File: src/design/wnps_pkg.sv
package wnps_pkg;

  // store depth and derived widths
  localparam int MAX_POINTS = 1024;
  localparam int IDX_W      = $clog2(MAX_POINTS);
  localparam int CNT_W      = $clog2(MAX_POINTS + 1);

  // field widths
  localparam int COORD_W   = 24;
  localparam int RAD_W     = 18;
  localparam int OUT_IDX_W = 10;
  localparam int FUNC_W    = 2;

  // arithmetic widths
  localparam int DIFF_W = COORD_W + 1;
  localparam int SQ_W   = 2 * RAD_W;
  localparam int DIST_W = SQ_W + 1;

  localparam logic [RAD_W-1:0] RADIUS_RESET = RAD_W'(2560);

  // function codes
  localparam logic [FUNC_W-1:0] FUNC_CLEAR  = 2'd0;
  localparam logic [FUNC_W-1:0] FUNC_APPEND = 2'd1;
  localparam logic [FUNC_W-1:0] FUNC_QUERY  = 2'd2;

  typedef struct packed {
    logic [COORD_W-1:0] x;
    logic [COORD_W-1:0] y;
  } point_t;

  // chain control: shift moves every cell one step toward the head,
  // rotate feeds the head back into the tail instead of the new point
  typedef struct packed {
    logic shift;
    logic rotate;
  } chain_ctl_t;

  // one scanned point entering the distance pipeline
  typedef struct packed {
    logic             vld;
    logic [IDX_W-1:0] idx;
    point_t           pt;
  } sample_t;

  // status of the distance pipeline
  typedef struct packed {
    logic             busy;
    logic             have;
    logic [IDX_W-1:0] idx;
  } eval_stat_t;

endpackage

File: src/design/wnps_eval.sv
module wnps_eval (
  input  logic                          clk,
  input  logic                          rst_n,
  input  logic                          clear_best,
  input  wnps_pkg::sample_t             smp,
  input  wnps_pkg::point_t              qpt,
  input  logic [wnps_pkg::RAD_W-1:0]    radius,
  output wnps_pkg::eval_stat_t          stat
);

  // stage 1: coordinate differences
  logic                               s1_v_r;
  logic [wnps_pkg::IDX_W-1:0]         s1_idx_r;
  logic signed [wnps_pkg::DIFF_W-1:0] dx_r, dy_r, dx_nxt, dy_nxt;

  // stage 2: window test and magnitudes
  logic                               s2_v_r;
  logic [wnps_pkg::IDX_W-1:0]         s2_idx_r;
  logic [wnps_pkg::RAD_W-1:0]         mx_r, my_r;
  logic [wnps_pkg::DIFF_W-1:0]        adx, ady;
  logic                               inwin;

  // stage 3: squares
  logic                               s3_v_r;
  logic [wnps_pkg::IDX_W-1:0]         s3_idx_r;
  logic [wnps_pkg::SQ_W-1:0]          sqx_r, sqy_r;

  // running best
  logic                               have_r;
  logic [wnps_pkg::IDX_W-1:0]         best_idx_r;
  logic [wnps_pkg::DIST_W-1:0]        dbest_r, dist_sum;
  logic                               take;

  assign dx_nxt = wnps_pkg::DIFF_W'($signed(smp.pt.x)) - wnps_pkg::DIFF_W'($signed(qpt.x));
  assign dy_nxt = wnps_pkg::DIFF_W'($signed(smp.pt.y)) - wnps_pkg::DIFF_W'($signed(qpt.y));

  assign adx   = dx_r[wnps_pkg::DIFF_W-1] ? wnps_pkg::DIFF_W'(-dx_r) : wnps_pkg::DIFF_W'(dx_r);
  assign ady   = dy_r[wnps_pkg::DIFF_W-1] ? wnps_pkg::DIFF_W'(-dy_r) : wnps_pkg::DIFF_W'(dy_r);
  assign inwin = (adx < wnps_pkg::DIFF_W'(radius)) && (ady < wnps_pkg::DIFF_W'(radius));

  assign dist_sum = wnps_pkg::DIST_W'(sqx_r) + wnps_pkg::DIST_W'(sqy_r);
  assign take     = s3_v_r && (!have_r || (dist_sum < dbest_r));

  // stage valids and best flag
  always_ff @(posedge clk) begin
    if (!rst_n) begin
      s1_v_r <= 1'b0;
      s2_v_r <= 1'b0;
      s3_v_r <= 1'b0;
      have_r <= 1'b0;
    end else begin
      s1_v_r <= smp.vld;
      s2_v_r <= s1_v_r && inwin;
      s3_v_r <= s2_v_r;
      if (clear_best) begin
        have_r <= 1'b0;
      end else if (take) begin
        have_r <= 1'b1;
      end
    end
  end

  // datapath registers
  always_ff @(posedge clk) begin
    dx_r     <= dx_nxt;
    dy_r     <= dy_nxt;
    s1_idx_r <= smp.idx;
    mx_r     <= adx[wnps_pkg::RAD_W-1:0];
    my_r     <= ady[wnps_pkg::RAD_W-1:0];
    s2_idx_r <= s1_idx_r;
    sqx_r    <= wnps_pkg::SQ_W'(mx_r) * wnps_pkg::SQ_W'(mx_r);
    sqy_r    <= wnps_pkg::SQ_W'(my_r) * wnps_pkg::SQ_W'(my_r);
    s3_idx_r <= s2_idx_r;
    if (take) begin
      dbest_r    <= dist_sum;
      best_idx_r <= s3_idx_r;
    end
  end

  assign stat.busy = s1_v_r || s2_v_r || s3_v_r;
  assign stat.have = have_r;
  assign stat.idx  = best_idx_r;

endmodule

File: config.mk
export PLATFORM = sky130hd
export DESIGN_NAME = wnps_eval
export DESIGN_NICKNAME = d
export VERILOG_FILES = /design/src/design/wnps_pkg.sv /design/src/design/wnps_eval.sv
export SDC_FILE = /design/constraint.sdc
export NUM_CORES = 2
export LEC_CHECK = 0
export ABC_AREA = 1
export ABC_CLOCK_PERIOD_IN_PS = 8189
export BUFFER_PORTS_ARGS = -buffer_cell sky130_fd_sc_hd__buf_2
export CORE_MARGIN = 8
export CORE_UTILIZATION = 50
export CTS_CLUSTER_DIAMETER = 80
export DETAILED_ROUTE_END_ITERATION = 6
export PLACE_DENSITY = 0.69
export SYNTH_ARGS = -nofsm -noshare
export SYNTH_HDL_FRONTEND = slang
export SYNTH_SLANG_ARGS = --single-unit
export TNS_END_PERCENT = 30
File: constraint.sdc
create_clock -name clk -period 8.19 [get_ports clk]
set_input_delay 1.2285 -clock clk [delete_from_list [all_inputs] [get_ports clk]]
set_output_delay 1.2285 -clock clk [all_outputs]
set_load 0.03 [all_outputs]
# After elaboration in Yosys (flattened, before gate mapping)

Index checks and enable logic that the tools add are counted.

Reduce and logical (&&, ||, !) cells: 8
Muxes and demuxes: 2
Order comparisons: 3
Bitwise operators: 1
Add/sub/neg operators: 5
Multipliers: 2

Operators by type and width:

| kind                                  | count |
|---|---|
| multiplier 18 x 18 -> 36 bit          | 2 |
| less-than comparator 25 x 18 -> 1 bit | 2 |
| two-way mux 25 bit                    | 2 |
| negation 25 bit                       | 2 |
| subtractor 24 x 24 -> 25 bit          | 2 |
| adder 36 x 36 -> 37 bit               | 1 |
| less-than comparator 37 bit           | 1 |
| logical AND 1 bit                     | 3 |
| logical OR 1 bit                      | 3 |
| OR reduction 2 bit                    | 1 |
| logical NOT 1 bit                     | 1 |
| inverter 1 bit                        | 1 |

Flip-flop bits (word level): 239

# Logic depth before layout (Yosys ltp)

Depth in word-level cells: 5
Gate-level depth with buffers: 28

# Least setup slack after synthesis

OpenSTA, ideal clock, no wires.

Kind: flip-flop to flip-flop
Start: register sqx_r[5] (netlist name)
End: register best_idx_r[0] (netlist name) (enable)
Path buffers: 0
Arrival time: 5.831 ns
Library setup time: 0.524 ns
Data required time: 7.666 ns
Path slack: 1.836 ns
Cell stages (with the launch flop): 17
Cell sequence: dfxtp_1 -> ha_1 -> a21oi_1 -> nand2_1 -> a21oi_2 -> inv_2 -> a21oi_1 -> o21ai_1 -> xor2_1 -> ha_1 -> a21oi_1 -> o21ai_0 -> nand4_1 -> o211ai_1 -> a21oi_1 -> nand3_1 -> a21boi_0

Word-level cells in the longest chain between the ends: 4

RTL lines:

| item                        | RTL line        | source |
|---|---|---|
| from (decl)                 | wnps_eval.sv:26 | `logic [wnps_pkg::SQ_W-1:0] sqx_r, sqy_r;` |
| from (signal assigned)      | wnps_eval.sv:71 | `sqx_r <= wnps_pkg::SQ_W'(mx_r) * wnps_pkg::SQ_W'(mx_r);` |
| adder 36 x 36 -> 37 bit     | wnps_eval.sv:41 | `assign dist_sum = wnps_pkg::DIST_W'(sqx_r) + wnps_pkg::DIST_W'(sqy_r);` |
| net dist_sum (one bit)      | wnps_eval.sv:31 | `logic [wnps_pkg::DIST_W-1:0] dbest_r, dist_sum;` |
| less-than comparator 37 bit | wnps_eval.sv:42 | `assign take = s3_v_r && (!have_r \|\| (dist_sum < dbest_r));` |
| logical OR 1 bit            | wnps_eval.sv:42 |  |
| logical AND 1 bit           | wnps_eval.sv:42 |  |
| net take                    | wnps_eval.sv:32 | `logic take;` |
| to (signal assigned)        | wnps_eval.sv:76 | `best_idx_r <= s3_idx_r;` |
| to (decl)                   | wnps_eval.sv:30 | `logic [wnps_pkg::IDX_W-1:0] best_idx_r;` |

The timed path passes the listed nets, and every way through them passes these cells.
A chain may end at the register's enable or synchronous reset.

# Worst setup path in the final report

Start: register my_r[8] (netlist name)
End: register sqy_r[26] (netlist name)

Word-level cells in the longest chain between the ends: 1

RTL lines:

| item                         | RTL line        | source |
|---|---|---|
| from (decl)                  | wnps_eval.sv:19 | `logic [wnps_pkg::RAD_W-1:0] mx_r, my_r;` |
| from (signal assigned)       | wnps_eval.sv:69 | `my_r <= ady[wnps_pkg::RAD_W-1:0];` |
| multiplier 18 x 18 -> 36 bit | wnps_eval.sv:72 | `sqy_r <= wnps_pkg::SQ_W'(my_r) * wnps_pkg::SQ_W'(my_r);` |
| to (signal assigned)         | wnps_eval.sv:72 |  |
| to (decl)                    | wnps_eval.sv:26 |  |

Every way passes these cells.

==> results.txt <==
- Deepest level of the CTS H-tree: 1
* Highest clock rate: 0.167 GHz
- Min-Delay Path Depth: 0
- Total negative slack: 0 ns
* TritonRoute pass-1 iters: 5
- Die outline area: 0.0712 mm2
- Horiz. Die Dim: 267 um
* Dominant delay contributor by cell family on the critical path: adder cells
* Final worst clock skew: 0.0252 ns
* Path type of the worst min-delay path: reg2reg
* HPWL after DPL: about 61000 um
- Synthesis produced 3867 cells.
- CTS clk-pin slew, worst paths: about 0.060 ns
* Drt initial violations: between 1000 and 1500
- Once layout is complete, the utilization of the core stands at 54.2%.
- In the final routed layout, each cell accounts on average for 14.8 um.
* R2R Path Start: my_r[8]
* Number of synthesized flops with an enable pin: 47
- With fillers left out, the area of the finished cells amounts to 0.0339 mm2.
* Total grt overflow: 0
- Most common library cell in the layout ignoring fill and taps: sky130_fd_sc_hd__inv_1
* Clock sink count: 237
- After synthesis the cells add up to 0.0314 mm2.
* Total I/O pin count: 140
- The final hold violation count came to 0.
- Area occupied by registers: 0.00522 mm2
* Antenna violations before repair: 5
- Setup slack on the critical path of the routed design comes to 2.22 ns.
- Clock latency of the later-clocked register in the worst-skew pair: 0.57 ns
- Routability-driven placement finished with a final weighted congestion of between 0.9 and 1.
- For this run, the leading register cell type out of synthesis is sky130_fd_sc_hd__dfxtp_1.
* Clock Tree Root: sky130_fd_sc_hd__clkbuf_16
* Status: finished clean
- The worst register-to-register path has a setup slack of 2.22 ns.
- Gates resized during post-CTS repair numbered 0.
* Number of pins with negative max-slew slack in the final report: 0
- Cell variety after synth: 53
- Once the clock tree was built, the setup fixing pass inserted 0 buffers.
* Overall routed net length: 71300 um
- STA classifies the critical path startpoint as a flip-flop.
* Crit path required time: 8.63 ns
- Data arrival time at the worst-slack endpoint: 6.41 ns
- Final-layout fill cell count: 5948
- Reported max-cap violation count: 0
- The path with the worst hold slack has its endpoint at s3_idx_r[8].
- The worst setup path is captured at a flip-flop.
- Die Span Y: 267 um
- Most frequent cells in the layout: sky130_fd_sc_hd__inv_1 (1016), sky130_fd_sc_hd__nand2_1 (708), sky130_fd_sc_hd__fa_1 (438)
- Number of warning messages in the yosys log: 0
- For the worst flop-to-flop path, the logic depth is 21.
- Synthesized flop and latch total: 237
* Largest fanout on the critical path: 19
* # rows: 92
- Met1 usage in global routing: 25.0%
* Cell at the slowest stage of the critical path: sky130_fd_sc_hd__dfxtp_1
* Portion of the clock cycle consumed by the worst path in the final layout: 72.9%
- The core region is 0.0626 mm2.
- In the final layout, the multi-input gates occupy between 0.02 and 0.025 mm2.
* Buffers from clock root to sink, at most: 3
- TritonCTS built the clock tree.
- For the pin with the worst max-slew slack, the measured transition is between 1 and 1.5 ns.
- On the worst path, the slowest cell contributes a delay of 0.93 ns.
* Total number of vias: 23800
- Once placement finished, the instance area stood at 0.0329 mm2.
* Vias in the first global route: approximately 25000
- Synthesized netlist net count: between 4000 and 5000
- In this run the critical register-to-register path is captured at sqy_r[26].
- Final setup viols: 0
- During placement, the flow inserted port buffers numbering around 140.
- Global routing used 20.4% of the available tracks.
- GR peak layer: met2
* Register area share after synthesis: 16.6%
- Global-route met2 utilization: between 30% and 40%
- Place WS: between 2 and 2.5 ns
* Initial core utilization: around 50%
- Ratio of cells with drive above 1 in the final layout: approximately 6.1%
* Number of buffers added by the clock tree synthesis step: 29
- Traced cell by cell, the critical path runs through nand2_1 > fa_1 > inv_1 > fa_1 > inv_1 > fa_1 > fa_1 > inv_1 > fa_1 > inv_1 > fa_1 > inv_1 > ha_1 > a21o_1 > nor2_1 > o21ai_2 > a21oi_2 > inv_1 > nand2_1 > nand2_1 > xor2_1.
* Kind of critical path: reg2reg
- Entering global routing, the biggest net connects 48 pins.
- After detailed routing, the number of remaining DRC violations is 0.
- Counting flops with an async set or reset pin after synthesis yields a share of 0%.
- Synthesized area divided by synthesized cell count: 8.13 um2
- The worst hold path begins at s2_idx_r[8].
- Worst relative slew slack: 32.6%
- In this run the remaining antenna-violating nets after routing total 0.
* CP bufs+invs: 6
* Number of buffers inserted by hold repair at cts: 0
- First-pass GRT wire length: 120000 um
* Area grow syn2layout: 7.91%
- Final min period: 5.97 ns
* Number of nets at the end of the flow: 4907
- Global routing used 2.85% of the available met3 tracks.
- Drt via density: ~5
- Unrepaired setup endpoints after global routing: no
[worst register-to-register path: stages (launching register included)]
cell and delay (ns):
sky130_fd_sc_hd__dfxtp_1 0.93, sky130_fd_sc_hd__nand2_1 0.25, sky130_fd_sc_hd__fa_1 0.58, sky130_fd_sc_hd__inv_1 0.05
sky130_fd_sc_hd__fa_1 0.52, sky130_fd_sc_hd__inv_1 0.05, sky130_fd_sc_hd__fa_1 0.48, sky130_fd_sc_hd__fa_1 0.54
sky130_fd_sc_hd__inv_1 0.05, sky130_fd_sc_hd__fa_1 0.47, sky130_fd_sc_hd__inv_1 0.05, sky130_fd_sc_hd__fa_1 0.48
sky130_fd_sc_hd__inv_1 0.04, sky130_fd_sc_hd__ha_1 0.34, sky130_fd_sc_hd__a21o_1 0.21, sky130_fd_sc_hd__nor2_1 0.15
sky130_fd_sc_hd__o21ai_2 0.10, sky130_fd_sc_hd__a21oi_2 0.22, sky130_fd_sc_hd__inv_1 0.09, sky130_fd_sc_hd__nand2_1 0.07
sky130_fd_sc_hd__nand2_1 0.06, sky130_fd_sc_hd__xor2_1 0.13
[final cells by class]
class,instances,area share (%)
Tap cell,846,3.12
Inverter,1019,11.3
Sequential cell,237,15.4
Clock buffer,37,2.45
Multi-Input combinational cell,2533,65.2
Clock inverter,16,0.494
Timing Repair Buffer,142,2.12
Antenna cell,3,0.0221
[cells by family after synthesis]
kind of cell | count (synthesis) | synth area share [%]
DFF | 237 | 16.6
adders and majority gates | 817 | 43.0
xor gates and xnor gates | 180 | 5.01
buffers and inverters | 1097 | 13.1
and+or+nand+nor | 1113 | 14.4
AOI/OAI and AO/OA | 423 | 7.90
[worst max-delay path by stage]
stage | depth (start not counted) | slack (ns) | end | startpoint
2_1_floorplan | 16 | 1.84 | best_idx_r[0] | sqx_r[5]
3_3_place_gp | 18 | 2.36 | sqx_r[26] | mx_r[9]
3_5_place_dp | 19 | 2.25 | sqx_r[31] | mx_r[5]
4_1_cts | 21 | 2.23 | sqy_r[26] | my_r[8]
5_1_grt | 20 | 1.85 | sqx_r[35] | mx_r[8]
6_report | 21 | 2.22 | sqy_r[26] | my_r[8]
[cell usage after synthesis, drive strengths merged, types with 27 or more instances]
library cell  instances  area share, %
fa                  438             28
a21oi               204            3.3
xor2                117            3.3
nand2               713            8.6
clkbuf               63           0.75
nor2                234            2.9
xnor2                63            1.8
dfxtp               190             12
inv                1018             12
nand3               101            1.7
o21ai               112            1.9
nand4                27           0.54
edfxtp               47            4.5
ha                  379             15
[metrics by stage]
| step | cells | hold slack, ns |
|---|---|---|
| 6_report | 4833 | 0.325 |
| 5_1_grt | 4831 | 0.329 |
| 4_1_cts | 4830 | 0.328 |
| 3_5_place_dp | 4777 | 0.312 |
| 3_3_place_gp | 4777 | 0.311 |
| 2_1_floorplan | 3867 | 0.310 |
[routing by layer]
metal / wire, um / part of all wire [%]
met1: 29900 / 42
met2: 35500 / 50
met3: 3740 / 5.2
met4: 2210 / 3.1
met5: 22 / 0.031
[state kept, by name, summed over array words and instances (netlist names), 18 cells and up]
register	cells
mx_r	18
dx_r	25
sqx_r	35
sqy_r	35
dbest_r	37
my_r	18
dy_r	25
Power is left out: the tool's default activity adds up to more than one toggle a clock period on the data nets, which glitch-free logic cannot reach.
